===== config.mk =====
export PLATFORM = sky130hd
export DESIGN_NAME = two_class_priority_order_queue_flat
export DESIGN_NICKNAME = d
export VERILOG_FILES = /design/src/hw/rtl/tcpq_pkg.sv /design/src/hw/rtl/tcpq_cmd_if.sv /design/src/hw/rtl/tcpq_rsp_if.sv /design/src/hw/rtl/tcpq_cell.sv /design/src/hw/rtl/tcpq_fifo.sv /design/src/hw/rtl/two_class_priority_order_queue.sv /design/src/flat_wrapper.sv
export VERILOG_INCLUDE_DIRS = /design/src /design/src/hw/rtl
export SDC_FILE = /design/constraint.sdc
export NUM_CORES = 1
export LEC_CHECK = 0
export BUFFER_PORTS_ARGS = -buffer_cell sky130_fd_sc_hd__buf_2
export CORE_MARGIN = 3
export CORE_UTILIZATION = 50
export DETAILED_ROUTE_END_ITERATION = 10
export PLACE_DENSITY = 0.62
export SYNTH_ARGS = -nofsm -noshare
export SYNTH_HDL_FRONTEND = slang
export SYNTH_SLANG_ARGS = --single-unit

===== constraint.sdc =====
create_clock -name clk -period 3.9 [get_ports clk]
set_input_delay 0.39 -clock clk [delete_from_list [all_inputs] [get_ports clk]]
set_output_delay 0.39 -clock clk [all_outputs]
set_load 0.02 [all_outputs]

===== src/hw/rtl/two_class_priority_order_queue_defines.svh =====
// ----------------------------------------------------------------------------
// two_class_priority_order_queue defines
// assertion macros shared by the order queue rtl
// ----------------------------------------------------------------------------
`ifndef TWO_CLASS_PRIORITY_ORDER_QUEUE_DEFINES_SVH
`define TWO_CLASS_PRIORITY_ORDER_QUEUE_DEFINES_SVH

`ifndef NO_ASSERTIONS

`define TCPQ_ASSERT_IMPLIES(label, clk, rst_n, cond, prop) \
    label: assert property (@(posedge clk) disable iff (!rst_n) (cond) |-> (prop)) \
        else $error("tcpq assertion failed");

`define TCPQ_ASSERT_NEXT(label, clk, rst_n, cond, prop) \
    label: assert property (@(posedge clk) disable iff (!rst_n) (cond) |=> (prop)) \
        else $error("tcpq assertion failed");

`else

`define TCPQ_ASSERT_IMPLIES(label, clk, rst_n, cond, prop)

`define TCPQ_ASSERT_NEXT(label, clk, rst_n, cond, prop)

`endif

`endif


===== src/hw/rtl/tcpq_pkg.sv =====
// ----------------------------------------------------------------------------
// tcpq_pkg
// sizes, codes and shared types of the two class order queue
// ----------------------------------------------------------------------------
package tcpq_pkg;

    localparam int QUEUE_DEPTH = 16;
    localparam int MENU_SIZE   = 4;
    localparam int ID_W        = 16;
    localparam int ITEM_W      = 2;
    localparam int CHOICE_W    = 3;
    localparam int ACTION_W    = 2;
    localparam int STATUS_W    = 4;
    localparam int CNT_W       = $clog2(QUEUE_DEPTH + 1);

    typedef logic [CNT_W-1:0] cnt_t;

    typedef struct packed {
        logic [ID_W-1:0]   id;
        logic [ITEM_W-1:0] item;
    } entry_t;

    typedef enum logic [ACTION_W-1:0] {
        ACT_PLACE   = 2'd0,
        ACT_PROCESS = 2'd1,
        ACT_CANCEL  = 2'd2,
        ACT_SEARCH  = 2'd3
    } action_t;

    typedef enum logic [STATUS_W-1:0] {
        STS_PLACED       = 4'd0,
        STS_FULL         = 4'd1,
        STS_BAD_ITEM     = 4'd2,
        STS_SERVED_PRIO  = 4'd3,
        STS_SERVED_NORM  = 4'd4,
        STS_NONE_SERVE   = 4'd5,
        STS_CANCELLED    = 4'd6,
        STS_NONE_CANCEL  = 4'd7,
        STS_FOUND        = 4'd8,
        STS_NOT_FOUND    = 4'd9
    } status_t;

    typedef struct packed {
        logic push;
        logic pop;
        logic search;
    } fifo_ctrl_t;

    typedef struct packed {
        logic full;
        logic empty;
        logic found;
    } fifo_stat_t;

endpackage


===== src/hw/rtl/tcpq_cmd_if.sv =====
// ----------------------------------------------------------------------------
// tcpq_cmd_if
// command channel of the order queue
// ----------------------------------------------------------------------------
interface tcpq_cmd_if;
    import tcpq_pkg::*;

    logic                valid;
    logic                ready;
    logic [ACTION_W-1:0] action;
    logic [ID_W-1:0]     order_id;
    logic [CHOICE_W-1:0] item_choice;
    logic                priority_class;

    modport source (
        output valid,
        output action,
        output order_id,
        output item_choice,
        output priority_class,
        input  ready
    );

    modport sink (
        input  valid,
        input  action,
        input  order_id,
        input  item_choice,
        input  priority_class,
        output ready
    );
endinterface


===== src/hw/rtl/tcpq_rsp_if.sv =====
// ----------------------------------------------------------------------------
// tcpq_rsp_if
// result channel of the order queue
// ----------------------------------------------------------------------------
interface tcpq_rsp_if;
    import tcpq_pkg::*;

    logic                valid;
    logic                ready;
    logic [STATUS_W-1:0] status;
    logic [ID_W-1:0]     out_id;
    logic [ITEM_W-1:0]   out_item;
    logic                found_normal;
    logic                found_priority;

    modport source (
        output valid,
        output status,
        output out_id,
        output out_item,
        output found_normal,
        output found_priority,
        input  ready
    );

    modport sink (
        input  valid,
        input  status,
        input  out_id,
        input  out_item,
        input  found_normal,
        input  found_priority,
        output ready
    );
endinterface


===== src/hw/rtl/tcpq_cell.sv =====
// ----------------------------------------------------------------------------
// tcpq_cell
// one queue slot: loads a new order, takes its neighbor's order on a pop,
// and registers an id match for searches
// ----------------------------------------------------------------------------
module tcpq_cell (
    input  logic                       clk,
    input  logic                       shift,
    input  logic                       load,
    input  logic                       capture,
    input  logic                       occupied,
    input  logic [tcpq_pkg::ID_W-1:0]  key,
    input  tcpq_pkg::entry_t           wr_entry,
    input  tcpq_pkg::entry_t           neighbor,
    output tcpq_pkg::entry_t           entry,
    output logic                       match
);
    import tcpq_pkg::*;

    entry_t entry_reg;
    entry_t entry_next;
    logic   match_reg;
    logic   match_next;

    always_comb
    begin
        entry_next = entry_reg;
        if (load)
        begin
            entry_next = wr_entry;
        end
        else if (shift)
        begin
            entry_next = neighbor;
        end
    end

    always_comb
    begin
        match_next = match_reg;
        if (capture)
        begin
            match_next = occupied && (entry_reg.id == key);
        end
    end

    always_ff @(posedge clk)
    begin
        entry_reg <= entry_next;
        match_reg <= match_next;
    end

    assign entry = entry_reg;
    assign match = match_reg;
endmodule


===== src/hw/rtl/tcpq_fifo.sv =====
// ----------------------------------------------------------------------------
// tcpq_fifo
// one order queue built as a row of cells, head in cell zero
// ----------------------------------------------------------------------------
`include "two_class_priority_order_queue_defines.svh"

module tcpq_fifo (
    input  logic                       clk,
    input  logic                       rst_n,
    input  tcpq_pkg::fifo_ctrl_t       ctrl,
    input  tcpq_pkg::entry_t           wr_entry,
    input  logic [tcpq_pkg::ID_W-1:0]  key,
    output tcpq_pkg::entry_t           head,
    output tcpq_pkg::fifo_stat_t       stat
);
    import tcpq_pkg::*;

    cnt_t                   count_reg;
    cnt_t                   count_next;
    logic                   full;
    logic                   empty;
    entry_t                 cell_entry [QUEUE_DEPTH];
    logic [QUEUE_DEPTH-1:0] match;

    assign full  = (count_reg == CNT_W'(QUEUE_DEPTH));
    assign empty = (count_reg == '0);

    for (genvar g = 0; g < QUEUE_DEPTH; g++)
    begin : g_cell
        localparam int NB = (g == QUEUE_DEPTH - 1) ? g : g + 1;

        tcpq_cell u_cell (
            .clk      (clk),
            .shift    (ctrl.pop),
            .load     (ctrl.push && !full && (count_reg == CNT_W'(g))),
            .capture  (ctrl.search),
            .occupied (count_reg > CNT_W'(g)),
            .key      (key),
            .wr_entry (wr_entry),
            .neighbor (cell_entry[NB]),
            .entry    (cell_entry[g]),
            .match    (match[g])
        );
    end

    always_comb
    begin
        count_next = count_reg;
        if (ctrl.push && !full)
        begin
            count_next = count_reg + CNT_W'(1);
        end
        else if (ctrl.pop && !empty)
        begin
            count_next = count_reg - CNT_W'(1);
        end
    end

    always_ff @(posedge clk or negedge rst_n)
    begin
        if (!rst_n)
        begin
            count_reg <= '0;
        end
        else
        begin
            count_reg <= count_next;
        end
    end

    assign head       = cell_entry[0];
    assign stat.full  = full;
    assign stat.empty = empty;
    assign stat.found = |match;

    `TCPQ_ASSERT_IMPLIES(a_pop_nonempty, clk, rst_n, ctrl.pop, !empty)
    `TCPQ_ASSERT_IMPLIES(a_count_bound, clk, rst_n, 1'b1, count_reg <= CNT_W'(QUEUE_DEPTH))
    `TCPQ_ASSERT_NEXT(a_push_grows, clk, rst_n, rst_n && ctrl.push && !full, count_reg == $past(count_reg) + CNT_W'(1))
endmodule


===== src/hw/rtl/two_class_priority_order_queue.sv =====
// ----------------------------------------------------------------------------
// two_class_priority_order_queue
// priority and normal order queues with place, serve, cancel and id search
// ----------------------------------------------------------------------------
// place, process and cancel: result registered in the cycle after the transfer,
//   a new command every cycle while results are taken
// search: each queue cell registers its match flag, then the result is registered
//   from those flags in the search state; no new command is taken meanwhile
// reset: both queues empty and no result pending; slot contents are not cleared
`include "two_class_priority_order_queue_defines.svh"

module two_class_priority_order_queue (
    input  logic        clk,
    input  logic        rst_n,
    tcpq_cmd_if.sink    cmd,
    tcpq_rsp_if.source  rsp
);
    import tcpq_pkg::*;

    typedef enum logic {
        S_IDLE,
        S_SEARCH
    } state_t;

    state_t            state_reg;
    state_t            state_next;
    logic              out_valid_reg;
    logic              out_valid_next;
    status_t           status_reg;
    status_t           status_next;
    logic [ID_W-1:0]   id_reg;
    logic [ID_W-1:0]   id_next;
    logic [ITEM_W-1:0] item_reg;
    logic [ITEM_W-1:0] item_next;
    logic              fn_reg;
    logic              fn_next;
    logic              fp_reg;
    logic              fp_next;

    logic              out_free;
    logic              accept;
    action_t           act;
    logic              choice_ok;
    entry_t            wr_entry;
    fifo_ctrl_t        ctrl_n;
    fifo_ctrl_t        ctrl_p;
    entry_t            head_n;
    entry_t            head_p;
    fifo_stat_t        stat_n;
    fifo_stat_t        stat_p;

    assign out_free  = !out_valid_reg || rsp.ready;
    assign cmd.ready = (state_reg == S_IDLE) && out_free;
    assign accept    = cmd.valid && cmd.ready;
    assign act       = action_t'(cmd.action);
    assign choice_ok = (cmd.item_choice != '0)
                       && (cmd.item_choice <= CHOICE_W'(MENU_SIZE));

    assign wr_entry.id   = cmd.order_id;
    assign wr_entry.item = ITEM_W'(cmd.item_choice - CHOICE_W'(1));

    tcpq_fifo u_normal (
        .clk      (clk),
        .rst_n    (rst_n),
        .ctrl     (ctrl_n),
        .wr_entry (wr_entry),
        .key      (cmd.order_id),
        .head     (head_n),
        .stat     (stat_n)
    );

    tcpq_fifo u_priority (
        .clk      (clk),
        .rst_n    (rst_n),
        .ctrl     (ctrl_p),
        .wr_entry (wr_entry),
        .key      (cmd.order_id),
        .head     (head_p),
        .stat     (stat_p)
    );

    always_comb
    begin
        state_next     = state_reg;
        out_valid_next = out_valid_reg;
        status_next    = status_reg;
        id_next        = id_reg;
        item_next      = item_reg;
        fn_next        = fn_reg;
        fp_next        = fp_reg;
        ctrl_n         = '0;
        ctrl_p         = '0;

        if (out_valid_reg && rsp.ready)
        begin
            out_valid_next = 1'b0;
        end

        if (accept)
        begin
            id_next   = '0;
            item_next = '0;
            fn_next   = 1'b0;
            fp_next   = 1'b0;
            case (act)
                ACT_PLACE:
                begin
                    out_valid_next = 1'b1;
                    if (!choice_ok)
                    begin
                        status_next = STS_BAD_ITEM;
                    end
                    else if (cmd.priority_class ? stat_p.full : stat_n.full)
                    begin
                        status_next = STS_FULL;
                    end
                    else
                    begin
                        status_next = STS_PLACED;
                        ctrl_p.push = cmd.priority_class;
                        ctrl_n.push = !cmd.priority_class;
                    end
                end
                ACT_PROCESS:
                begin
                    out_valid_next = 1'b1;
                    if (!stat_p.empty)
                    begin
                        status_next = STS_SERVED_PRIO;
                        id_next     = head_p.id;
                        item_next   = head_p.item;
                        ctrl_p.pop  = 1'b1;
                    end
                    else if (!stat_n.empty)
                    begin
                        status_next = STS_SERVED_NORM;
                        id_next     = head_n.id;
                        item_next   = head_n.item;
                        ctrl_n.pop  = 1'b1;
                    end
                    else
                    begin
                        status_next = STS_NONE_SERVE;
                    end
                end
                ACT_CANCEL:
                begin
                    out_valid_next = 1'b1;
                    if (!stat_n.empty)
                    begin
                        status_next = STS_CANCELLED;
                        id_next     = head_n.id;
                        item_next   = head_n.item;
                        ctrl_n.pop  = 1'b1;
                    end
                    else
                    begin
                        status_next = STS_NONE_CANCEL;
                    end
                end
                ACT_SEARCH:
                begin
                    ctrl_n.search = 1'b1;
                    ctrl_p.search = 1'b1;
                    state_next    = S_SEARCH;
                end
                default:
                begin
                    status_next = STS_NOT_FOUND;
                end
            endcase
        end

        if ((state_reg == S_SEARCH) && out_free)
        begin
            out_valid_next = 1'b1;
            status_next    = (stat_n.found || stat_p.found) ? STS_FOUND : STS_NOT_FOUND;
            id_next        = '0;
            item_next      = '0;
            fn_next        = stat_n.found;
            fp_next        = stat_p.found;
            state_next     = S_IDLE;
        end
    end

    always_ff @(posedge clk or negedge rst_n)
    begin
        if (!rst_n)
        begin
            state_reg     <= S_IDLE;
            out_valid_reg <= 1'b0;
            status_reg    <= STS_PLACED;
            id_reg        <= '0;
            item_reg      <= '0;
            fn_reg        <= 1'b0;
            fp_reg        <= 1'b0;
        end
        else
        begin
            state_reg     <= state_next;
            out_valid_reg <= out_valid_next;
            status_reg    <= status_next;
            id_reg        <= id_next;
            item_reg      <= item_next;
            fn_reg        <= fn_next;
            fp_reg        <= fp_next;
        end
    end

    assign rsp.valid          = out_valid_reg;
    assign rsp.status         = status_reg;
    assign rsp.out_id         = id_reg;
    assign rsp.out_item       = item_reg;
    assign rsp.found_normal   = fn_reg;
    assign rsp.found_priority = fp_reg;

    `TCPQ_ASSERT_IMPLIES(a_search_blocks, clk, rst_n, state_reg == S_SEARCH, !cmd.ready)
    `TCPQ_ASSERT_NEXT(a_result_follows, clk, rst_n, rst_n && accept && (act != ACT_SEARCH), out_valid_reg)
    `TCPQ_ASSERT_NEXT(a_search_waits, clk, rst_n, rst_n && accept && (act == ACT_SEARCH), state_reg == S_SEARCH)
endmodule


===== src/flat_wrapper.sv =====
// flat-port wrapper written by rule: the top's interface ports become plain ports
module two_class_priority_order_queue_flat import tcpq_pkg::*;
  (clk, rst_n, cmd_valid, cmd_action, cmd_order_id, cmd_item_choice, cmd_priority_class, cmd_ready, rsp_valid, rsp_status, rsp_out_id, rsp_out_item, rsp_found_normal, rsp_found_priority, rsp_ready);
  tcpq_cmd_if cmd_i ();
  tcpq_rsp_if rsp_i ();
  input  logic clk;
  input  logic rst_n;
  input wire logic [$bits(cmd_i.valid)-1:0] cmd_valid;
  input wire logic [$bits(cmd_i.action)-1:0] cmd_action;
  input wire logic [$bits(cmd_i.order_id)-1:0] cmd_order_id;
  input wire logic [$bits(cmd_i.item_choice)-1:0] cmd_item_choice;
  input wire logic [$bits(cmd_i.priority_class)-1:0] cmd_priority_class;
  output wire logic [$bits(cmd_i.ready)-1:0] cmd_ready;
  output wire logic [$bits(rsp_i.valid)-1:0] rsp_valid;
  output wire logic [$bits(rsp_i.status)-1:0] rsp_status;
  output wire logic [$bits(rsp_i.out_id)-1:0] rsp_out_id;
  output wire logic [$bits(rsp_i.out_item)-1:0] rsp_out_item;
  output wire logic [$bits(rsp_i.found_normal)-1:0] rsp_found_normal;
  output wire logic [$bits(rsp_i.found_priority)-1:0] rsp_found_priority;
  input wire logic [$bits(rsp_i.ready)-1:0] rsp_ready;
  assign cmd_i.valid = cmd_valid;
  assign cmd_i.action = cmd_action;
  assign cmd_i.order_id = cmd_order_id;
  assign cmd_i.item_choice = cmd_item_choice;
  assign cmd_i.priority_class = cmd_priority_class;
  assign cmd_ready = cmd_i.ready;
  assign rsp_valid = rsp_i.valid;
  assign rsp_status = rsp_i.status;
  assign rsp_out_id = rsp_i.out_id;
  assign rsp_out_item = rsp_i.out_item;
  assign rsp_found_normal = rsp_i.found_normal;
  assign rsp_found_priority = rsp_i.found_priority;
  assign rsp_i.ready = rsp_ready;
  two_class_priority_order_queue u_core (.clk(clk), .rst_n(rst_n), .cmd(cmd_i), .rsp(rsp_i));
endmodule

Word-level counts from Yosys, hierarchy flattened
Index checks and enable logic that the tools add are counted.
{"block": "op_classes", "n_eq_ne": 67, "magnitude_cmp": 33, "bitwise": 1, "n_mux": 108, "n_reduce_logical": 125, "addsub": 5}
{"operator": "18-bit 2-to-1 mux", "n": 60}
{"operator": "16-bit equality test", "n": 32}
{"operator": "5-bit by 4-bit equality test with 1-bit output, second input constant", "n": 16}
{"operator": "5-bit by 4-bit > comparator with 1-bit output, second input constant", "n": 16}
{"operator": "1-bit logical AND", "n": 73}
{"operator": "2-bit nonzero test", "n": 34}
{"operator": "16-bit 2-to-1 mux", "n": 4}
{"operator": "5-bit by 3-bit equality test with 1-bit output, second input constant", "n": 8}
{"operator": "5-bit by 3-bit > comparator with 1-bit output, second input constant", "n": 8}
{"operator": "16-bit one-hot mux with 2 select lines", "n": 1}
{"operator": "16-bit OR reduction", "n": 2}
{"operator": "1-bit 2-to-1 mux", "n": 26}
{"operator": "5-bit by 2-bit equality test with 1-bit output, second input constant", "n": 4}
{"operator": "5-bit by 1-bit > comparator with 1-bit output, second input constant", "n": 4}
{"operator": "5-bit by 2-bit > comparator with 1-bit output, second input constant", "n": 4}
{"operator": "5-bit 2-to-1 mux", "n": 4}
{"operator": "4-bit one-hot mux with 3 select lines", "n": 1}
{"operator": "5-bit by 1-bit adder with 5-bit output, second input constant", "n": 2}
{"operator": "5-bit by 1-bit equality test with 1-bit output, second input constant", "n": 2}
{"operator": "5-bit equality test, second input constant", "n": 2}
{"operator": "5-bit zero test", "n": 2}
{"operator": "2-bit 2-to-1 mux", "n": 5}
{"operator": "5-bit by 1-bit subtractor with 5-bit output, second input constant", "n": 2}
{"operator": "3-bit 2-to-1 mux", "n": 3}
{"operator": "other kinds (15)", "n": 24}
{"block": "word_totals", "word_cells": 444, "ff_bits": 644, "in_bits": 26}

Depth between registers and ports, before layout
Gate-level depths: netlist of the first run.
{"block": "logic_depth", "word_depth": 9, "ltp_mapped": 11, "ltp_nobuf": 7}

By module
Synthesis of the first run repeated with hierarchy kept, for this count alone.
{"block": "unflattened", "cells_unflattened": 2349, "hier_area_um2": 34032.6}
{"mod": "tcpq_cell", "seq_area_each_um2": 570.5, "cells_each": 62, "area_each_um2": 970.9, "n_inst": 32}
{"mod": "two_class_priority_order_queue", "seq_area_each_um2": 650.6, "cells_each": 144, "area_each_um2": 1431.4, "n_inst": 1}
{"mod": "tcpq_fifo (u_core.u_priority)", "seq_area_each_um2": 125.1, "cells_each": 112, "area_each_um2": 773.2, "n_inst": 1}
{"mod": "tcpq_fifo (u_core.u_normal)", "seq_area_each_um2": 125.1, "cells_each": 109, "area_each_um2": 758.2, "n_inst": 1}

Worst setup path before layout of the first run
OpenSTA, ideal clock, no wires.
{"block": "synth_timing", "kind": "reg2reg", "startpoint": "reg u_core.u_priority.count_reg[1]", "endpoint": "reg u_core.u_priority.g_cell[1].u_cell.entry_reg (netlist bit u_core.u_priority.g_cell[1].u_cell.entry[0]), enable pin", "synth_period_minus_slack_ns": 3.194, "t_arrival_ns": 2.776, "stages_incl_launch_ff": 9, "path_slack_ns": 0.706, "path_buffers": 2, "setup_ns": 0.418, "cell_sequence": "dfrtp_1 clkbuf_1 inv_1 ha_1 nand4bb_2 and4_1 buf_2 nand2_1 o21ai_0"}
{"block": "synth_between", "elab_chain_cells": 9, "elab_cells_between_ends": 14, "classes_between": "eq/ne (2); mux (7); reduce/logical (5)"}
{"item": "start, declared", "line": "tcpq_fifo.sv:18", "text": "cnt_t count_reg;"}
{"item": "start signal, assigned", "line": "tcpq_fifo.sv:67", "text": "count_reg <= count_next;"}
{"item": "5-bit equality test", "line": "tcpq_fifo.sv:25", "text": "assign full = (count_reg == CNT_W'(QUEUE_DEPTH));"}
{"item": "1-bit 2-to-1 mux (2 in a row)", "line": "two_class_priority_order_queue.sv:113", "text": "else if (cmd.priority_class ? stat_p.full : stat_n.full)"}
{"item": "1-bit 2-to-1 mux", "line": "two_class_priority_order_queue.sv:109", "text": "if (!choice_ok)"}
{"item": "1-bit 2-to-1 mux", "line": "two_class_priority_order_queue.sv:105", "text": "case (act)"}
{"item": "3-bit 2-to-1 mux", "line": "two_class_priority_order_queue.sv:99", "text": "if (accept)"}
{"item": "1-bit logical AND (2 in a row)", "line": "tcpq_fifo.sv:35", "text": ".load (ctrl.push && !full && (count_reg == CNT_W'(g))),"}
{"item": "2-bit nonzero test (no line) (*)"}
{"item": "end signal, assigned", "line": "tcpq_cell.sv:49", "text": "entry_reg <= entry_next;"}
{"item": "end, declared", "line": "tcpq_cell.sv:20", "text": "entry_t entry_reg;"}
Mark *: on every way between the ends. The rest lies on a longest branch, timed or not.
A chain may end at the register's enable or synchronous reset.

Final worst setup path of the first run
{"block": "layout_timing", "startpoint": "reg u_core.u_priority.count_reg[1]", "endpoint": "reg u_core.u_normal.g_cell[3].u_cell.entry_reg (netlist bit u_core.u_normal.g_cell[3].u_cell.entry[5]), enable pin"}
{"block": "layout_between", "elab_chain_cells": 9, "elab_cells_between_ends": 12, "classes_between": "eq/ne (1); mux (7); reduce/logical (4)"}
{"item": "5-bit equality test", "line": "tcpq_fifo.sv:25"}
{"item": "1-bit 2-to-1 mux (2 in a row)", "line": "two_class_priority_order_queue.sv:113"}
{"item": "1-bit 2-to-1 mux", "line": "two_class_priority_order_queue.sv:109"}
{"item": "1-bit 2-to-1 mux", "line": "two_class_priority_order_queue.sv:105"}
{"item": "3-bit 2-to-1 mux (*)", "line": "two_class_priority_order_queue.sv:99"}
{"item": "1-bit logical AND (2 in a row)", "line": "tcpq_fifo.sv:35"}
{"item": "2-bit nonzero test (no line) (*)"}
{"item": "end signal, assigned", "line": "tcpq_cell.sv:49"}
{"item": "end, declared", "line": "tcpq_cell.sv:20"}
Marks and branches as above.

==> results of run 1 <==
[worst max-delay path by stage]
| stage | endpoint | slack, ps |
|---|---|---|
| 2_1_floorplan | u_core.u_priority.g_cell[1].u_cell.entry[0]$_DFFE_PP_ | 710 |
| 3_3_place_gp | u_core.u_normal.g_cell[12].u_cell.entry[10]$_DFFE_PP_ | 520 |
| 3_5_place_dp | u_core.u_normal.g_cell[13].u_cell.entry[3]$_DFFE_PP_ | 450 |
| 4_1_cts | u_core.u_normal.g_cell[3].u_cell.entry[5]$_DFFE_PP_ | 400 |
| 5_1_grt | u_core.u_normal.g_cell[3].u_cell.entry[6]$_DFFE_PP_ | 230 |
| 6_report | u_core.u_normal.g_cell[3].u_cell.entry[5]$_DFFE_PP_ | 440 |
[report_power, final]
group / leakage (nW) / internal [mW] / total, mW / switching, mW
Combinational: 6.23 / 0.729 / 2.09 / 1.37
Sequential: 5.99 / 7.91 / 8.27 / 0.364
Clock: 1.09 / 3.75 / 6.42 / 2.67
[cell usage after synthesis, drive strengths merged (4+ instances only)]
library cell,count,area share
xor2,353,0.092
and2,4,0.00074
nor2b,7,0.0014
dfrtp,36,0.027
mux2,465,0.16
ha,18,0.0067
a21oi,21,0.0031
buf,68,0.011
inv,32,0.0036
a222oi,18,0.0054
nor2,32,0.0040
clkbuf,132,0.015
nand2,188,0.022
and3,14,0.0026
nor3,17,0.0029
and4,5,0.0013
o21ai,55,0.0082
nor4,106,0.020
edfxtp,608,0.54
nand2b,11,0.0020
nand4,69,0.013
nand3,21,0.0034
or3,5,0.00093
xnor2,169,0.044
[stage by stage]
stage / total power [mW] / worst slack (ps) / area (µm²) / hold WS (ps) / std cells
after CTS: 16.9 / 402 / 37100 / 43.9 / 3422
after global routing: 17.4 / 227 / 37100 / 81.0 / 3422
after floorplan: 9.69 / 706 / 33700 / 94.4 / 2487
after detailed placement: 10.5 / 446 / 34900 / 452 / 3294
after global placement: 10.4 / 521 / 34900 / 450 / 3294
final: 16.8 / 436 / 37100 / 75.2 / 3422
[logic make-up after synthesis]
kind of cell,after synthesis,share of synthesized area
xor+xnor,522,0.136
mux,468,0.160
fa+ha+maj,18,0.00669
simple gates,488,0.0777
buf+inv,232,0.0292
compound gates,115,0.0216
flops,644,0.569
[worst max-delay path: stages, from the launching register on]
cell,delay (ps)
dfrtp_1,500
inv_1,180
ha_1,220
nor4b_4,490
a21oi_1,160
or3_1,720
nand2_1,780
[what timing repair did]
action,CTS,global route
hold buffers,1,0
resized for setup,0,0
endpoints found under the hold margin,36,0
setup endpoints to repair,0,0
[metal layers]
metal | vias to the layer above | wire length, µm | share of wire | track usage
met5 | - | 0 | 0 | 0
met4 | 0 | 2970 | 0.036 | 0.0910
met3 | 150 | 4270 | 0.051 | 0.0347
met2 | 543 | 40300 | 0.48 | 0.394
met1 | 9863 | 36200 | 0.43 | 0.320
li1 | 9124 | - | - | -
[layout by cell type, fill, tap and decap left out, drive strengths merged, types with 30 or more instances in the layout]
cell	synthesis	layout
o21ai	55	55
nor4	106	106
nor2	32	32
inv	32	34
edfxtp	608	608
xnor2	169	169
nand4	69	69
dfrtp	36	36
mux2	465	465
nand2	188	188
clkinv	0	30
clkbuf	132	92
xor2	353	353
buf	68	143
[layout make-up]
class | count | share of cell area
clock buffers | 92 | 0.0530
flip-flops and latches | 644 | 0.516
multi-input cells | 1611 | 0.364
clock inverters | 35 | 0.00664
well taps | 864 | 0.0291
repair buffers | 144 | 0.0282
inverters | 32 | 0.00323
==> metrics.md, run 1 <==
| Metric | Value |
|---|---|
| Worst-case reg-to-reg path depth | 6 |
| Hold depth | 3 |
| Final setup violation count | 0 |
| Worst Hold Launch | cmd_valid |
| Register area | 19200 µm² |
| Ys async rst share | 0.0559 |
| Maximum VDD drop | 0.000343 V |
| Reg2reg end | u_core.u_normal.g_cell[3].u_cell.entry[5]$_DFFE_PP_ |
| Yosys warning count | 0 |
| Leak pwr | 13.3 nW |
| Dpl hpwl | 56900 µm |
| I/O Buffers | 51 |
| TritonCTS clock tree | yes |
| Number of synthesized flops with an enable pin | 608 |
| Final max-slew violation count | 0 |
| Post-synthesis average cell area | 13.5 µm² |
| First DRT Iteration DRCs | 1689 |
| H-tree depth | 3 |
| Largest net degree at the start of global routing | 47 |
| Width of the die | 265 µm |
| Hold Path End | u_core.rsp.valid$_DFF_PN0_ |
| Area of the die | 70500 µm² |
| Reg clk slew, reported paths | 60 ps |
| Antenna violations before repair | 0 |
| Final core occ | 0.561 |
| Final Hold Vio Count | 0 |
| Wire length per cell | 24.5 µm |
| First-pass GRT wire length | 127000 µm |
| FMAX | 289 MHz |
| Synth Net Count | 2531 |
| Number of fillers in the final layout | 5379 |
| Worst setup EP type | register |
| Top-Level Pins | 52 |
| Clock latency on the worst-skew pair | 610 ps |
| Remaining DRCs | 0 |
| HP Class | input port to register |
| Vias/cell | 5.75 |
| Post-route setup TNS | 0 ps |
| Post-Synthesis Cells | 2487 |
| Final Skew | 27.2 ps |
| Crit path kind | register to register |
| Req. time, crit path | 4120 ps |
| Main synth FF type | edfxtp_1 |
| FF-to-FF setup slack | 440 ps |
| Crit path time final | 3460 ps |
| Sequential share of the synthesized area | 0.569 |
| Clk buf depth | 3 |
| TritonCTS buffer count | 71 |
| Via Count | 19680 |
| Max-Cap Viols | 0 |
| Period utilization | 0.888 |
| PD cells | 452 nW/µm² |
| Core area | 66200 µm² |
| Inserted Diodes | 0 |
| Final nets | 2548 |
| Grt ovf | 0 |
| Initial Util | 0.508 |
| Multi-input gate area | 13500 µm² |
| Status | finished, final reports clean |
| Synth unique cells | 63 |
| Setup bufs post-CTS | 0 |
| Worst setup SP type | register |
| Rel. slew slack | 0.325 |
| Die Height | 265 µm |
| RSZ-0062 raised after global routing | no |
| Layout cells sized above 1 | 0.278 |
| Root Driver | clkbuf_16 |
| Final antenna-violating net count | 0 |
| Netlist Area Pre-Place | 33700 µm² |
| Crit path arrival time | 3690 ps |
| Tot GR Track Use | 0.238 |
| Row cnt | 94 |
| Critical path origin | u_core.u_priority.count_reg[1]$_DFFE_PN0P_ |
| Final wirelength | 83700 µm |
| Vias in the first global route | 20662 |
| Drt pass-1 iters | 8 |
| GPL Wtd Cong | 0.832 |
| Synth Register Bits | 644 |
| FF-to-FF Start | u_core.u_priority.count_reg[1]$_DFFE_PN0P_ |
| Worst Path Max Fanout | 18 |
| Worst Max-Slew Pin Slew | 1000 ps |
| Sink Count | 644 |
| P&R area growth vs syn | 10.4% |
Note: power is estimated with default switching activity, not from simulation.
==> inputs of run 2 (changes only) <==
--- a/config.mk
+++ b/config.mk
@@ -9,3 +9,2 @@
 export BUFFER_PORTS_ARGS = -buffer_cell sky130_fd_sc_hd__buf_2
-export CORE_MARGIN = 3
 export CORE_UTILIZATION = 50
==> constraint.sdc (replaced) <==
create_clock -name clk -period 3.9 [get_ports clk]
set_input_delay 0.78 -clock clk [delete_from_list [all_inputs] [get_ports clk]]
set_output_delay 0.78 -clock clk [all_outputs]
set_load 0.02 [all_outputs]
==> metrics.md, run 2 (synthesized netlist as in run 1, its figures left out) <==
| Metric | Value |
|---|---|
| Crit path time final | 3240 ps (was 3460 ps) |
| First-pass GRT wire length | 125000 µm (was 127000 µm) |
| Commonest cells after routing, fill and taps aside | edfxtp_1, mux2_2, xor2_1, nand2_1, xnor2_1 (unchanged) |
| Max-Cap Viols | 0 (unchanged) |
| TritonCTS clock tree | yes (unchanged) |
| Final Cell Area | 37300 µm² (was 37100 µm²) |
| Worst-case reg-to-reg path depth | 7 (was 6) |
| Post-route setup TNS | 0 ps (unchanged) |
| HP Class | input port to async pin (was input port to register) |
| Req. time, crit path | 4190 ps (was 4120 ps) |
| Number of fillers in the final layout | 5292 (was 5379) |
| CP Cell Sequence | inv_1, ha_1, nor4b_4, a21oi_1, or3_1, nand2_1, buf_4 (was inv_1, ha_1, nor4b_4, a21oi_1, or3_1, nand2_1) |
| Worst setup EP type | register (unchanged) |
| GR peak layer | met2 (unchanged) |
| Maximum VDD drop | 0.000305 V (was 0.000343 V) |
| # hold bufs at CTS | 0 (was 1) |
| Final Skew | 24.6 ps (was 27.2 ps) |
| Met3 Usage GRT | 0.0440 (was 0.0347) |
| Commonest non-fill, non-tap cell in the layout | edfxtp_1 (unchanged) |
| Clk buf depth | 3 (unchanged) |
| Via Count | 19768 (was 19680) |
| Reg clk slew, reported paths | 60 ps (about the same) |
| Clock latency on the worst-skew pair | 620 ps (was 610 ps) |
| Layout cells sized above 1 | 0.281 (was 0.278) |
| Switching power | 4.46 mW (was 4.40 mW) |
| Status | finished, final reports clean (unchanged) |
| Setup bufs post-CTS | 0 (unchanged) |
| Area of the die | 68300 µm² (was 70500 µm²) |
| Met2 Track Usage GR | 0.417 (was 0.394) |
| GR Util met1 | 0.318 (was 0.320) |
| Root Driver | clkbuf_16 (unchanged) |
| Remaining DRCs | 0 (unchanged) |
| Reg2reg end | u_core.u_normal.g_cell[11].u_cell.entry[17]$_DFFE_PP_ (was u_core.u_normal.g_cell[3].u_cell.entry[5]$_DFFE_PP_) |
| Seq pwr share | 0.494 (was 0.493) |
| First DRT Iteration DRCs | 1531 (was 1689) |
| Combinational Power Share | 0.124 (was 0.125) |
| Final setup violation count | 0 (unchanged) |
| Top-Level Pins | 52 (unchanged) |
| Final std cells w/o fill | 3441 (was 3422) |
| GPL Wtd Cong | 0.866 (was 0.832) |
| TritonCTS buffer count | 71 (unchanged) |
| Width of the die | 261 µm (was 265 µm) |
| Largest net degree at the start of global routing | 42 (was 47) |
| I/O Buffers | 51 (unchanged) |
| Drt pass-1 iters | 5 (was 8) |
| Worst Path Max Fanout | 18 (unchanged) |
| Leak pwr | 13.4 nW (was 13.3 nW) |
| Family with the most delay on the worst path | simple AND/OR/NAND/NOR gates (unchanged) |
| Wire length per cell | 24.0 µm (was 24.5 µm) |
| Setup WS pre-CTS | 216 ps (was 446 ps) |
| RSZ-0062 raised after global routing | no (unchanged) |
| Final max-slew violation count | 0 (unchanged) |
| CP max stage delay | 710 ps (was 780 ps) |
| Final nets | 2564 (was 2548) |
| PD cells | 448 nW/µm² (was 452 nW/µm²) |
| Placed Instances | 3311 (was 3294) |
| Dpl hpwl | 56300 µm (was 56900 µm) |
| Crit path kind | register to register (unchanged) |
| H-tree depth | 3 (unchanged) |
| Clock network power share | 0.381 (was 0.382) |
| Area post-placement | 35100 µm² (was 34900 µm²) |
| Grt ovf | 0 (unchanged) |
| FF-to-FF setup slack | 660 ps (was 440 ps) |
| Tot GR Track Use | 0.245 (was 0.238) |
| Worst setup SP type | register (unchanged) |
| Antenna violations before repair | 3 (was 0) |
| Final wirelength | 82500 µm (was 83700 µm) |
| Fin worst setup slack | 656 ps (was 436 ps) |
| Slowest cell on the critical path | or3_1 (was nand2_1) |
| Period utilization | 0.832 (was 0.888) |
| WP buf/inv | 2 (was 1) |
| Crit path arrival time | 3540 ps (was 3690 ps) |
| Sink Count | 644 (unchanged) |
| Die Height | 261 µm (was 265 µm) |
| Row cnt | 94 (unchanged) |
| FMAX | 308 MHz (was 289 MHz) |
| Final Hold Vio Count | 0 (unchanged) |
| Final antenna-violating net count | 0 (unchanged) |
| Rel. slew slack | 0.326 (was 0.325) |
| P&R area growth vs syn | 10.8% (was 10.4%) |
| Internal power | 12.3 mW (was 12.4 mW) |
| Vias/cell | 5.74 (was 5.75) |
| Vias in the first global route | 20500 (was 20662) |
| Worst Max-Slew Pin Slew | 1000 ps (about the same) |
| Post-cts resize count | 0 (unchanged) |
| Switch share | 0.267 (was 0.262) |
| Core area | 66200 µm² (unchanged) |
| FF-to-FF Start | u_core.u_priority.count_reg[0]$_DFFE_PN0P_ (was u_core.u_priority.count_reg[1]$_DFFE_PN0P_) |
| Initial Util | 0.508 (unchanged) |
| Inserted Diodes | 0 (unchanged) |
==> run 2: cell types whose count changed in the layout (fill, tap and decap cells not counted), moves of 2 or more <==
cell        delta
clkinv_2       -6
clkinv_1       +6
clkbuf_16      -2
clkinvlp_4     +3
buf_4         +13
clkinv_8       +2
buf_12         +4
==> run 2: power groups by stage <==
stage	logic (mW)	registers, mW	clock network, mW
6_report	2.08	8.27	6.38
3_5_place_dp	2.06	8.40	0
5_1_grt	2.26	8.30	6.75
2_1_floorplan	1.42	8.27	0
4_1_cts	2.08	8.26	6.50
3_3_place_gp	2.02	8.40	0
==> run 2: worst max path at each step <==
stage,start,endpoint,cells past startpoint
floorplan,cmd_item_choice[0],u_core.u_priority.g_cell[1].u_cell.entry[0]$_DFFE_PP_,7
global placement,cmd_item_choice[0],u_core.u_priority.g_cell[12].u_cell.entry[17]$_DFFE_PP_,8
detailed placement,cmd_item_choice[0],u_core.u_priority.g_cell[12].u_cell.entry[4]$_DFFE_PP_,8
CTS,u_core.u_priority.count_reg[0]$_DFFE_PN0P_,u_core.u_normal.g_cell[11].u_cell.entry[10]$_DFFE_PP_,7
global route,u_core.u_priority.count_reg[0]$_DFFE_PN0P_,u_core.u_normal.g_cell[11].u_cell.entry[10]$_DFFE_PP_,7
finish,u_core.u_priority.count_reg[0]$_DFFE_PN0P_,u_core.u_normal.g_cell[11].u_cell.entry[17]$_DFFE_PP_,7
==> run 2: layer usage <==
metal  part of all wire  routed length [µm]
met4              0.026                2120
met5            0.00016                  13
met3              0.046                3830
met2               0.49               40700
met1               0.43               35800
==> run 2: per-stage QoR <==
stage               utilization  power, mW  hold slack [ps]
finish                    0.563       16.7              302
floorplan                     -       9.69              436
global placement          0.530       10.4              444
global route              0.563       17.3              349
CTS                       0.563       16.8              307
detailed placement        0.530       10.5              458
==> run 2: cell type report <==
class,count,area [µm²],area share
flip-flops and latches,644,19200,0.514
clock buffers,90,1910,0.0512
inverters,32,120,0.00322
multi-input cells,1611,13500,0.363
clock inverters,40,284,0.00762
repair buffers,160,1210,0.0325
well taps,864,1080,0.0290
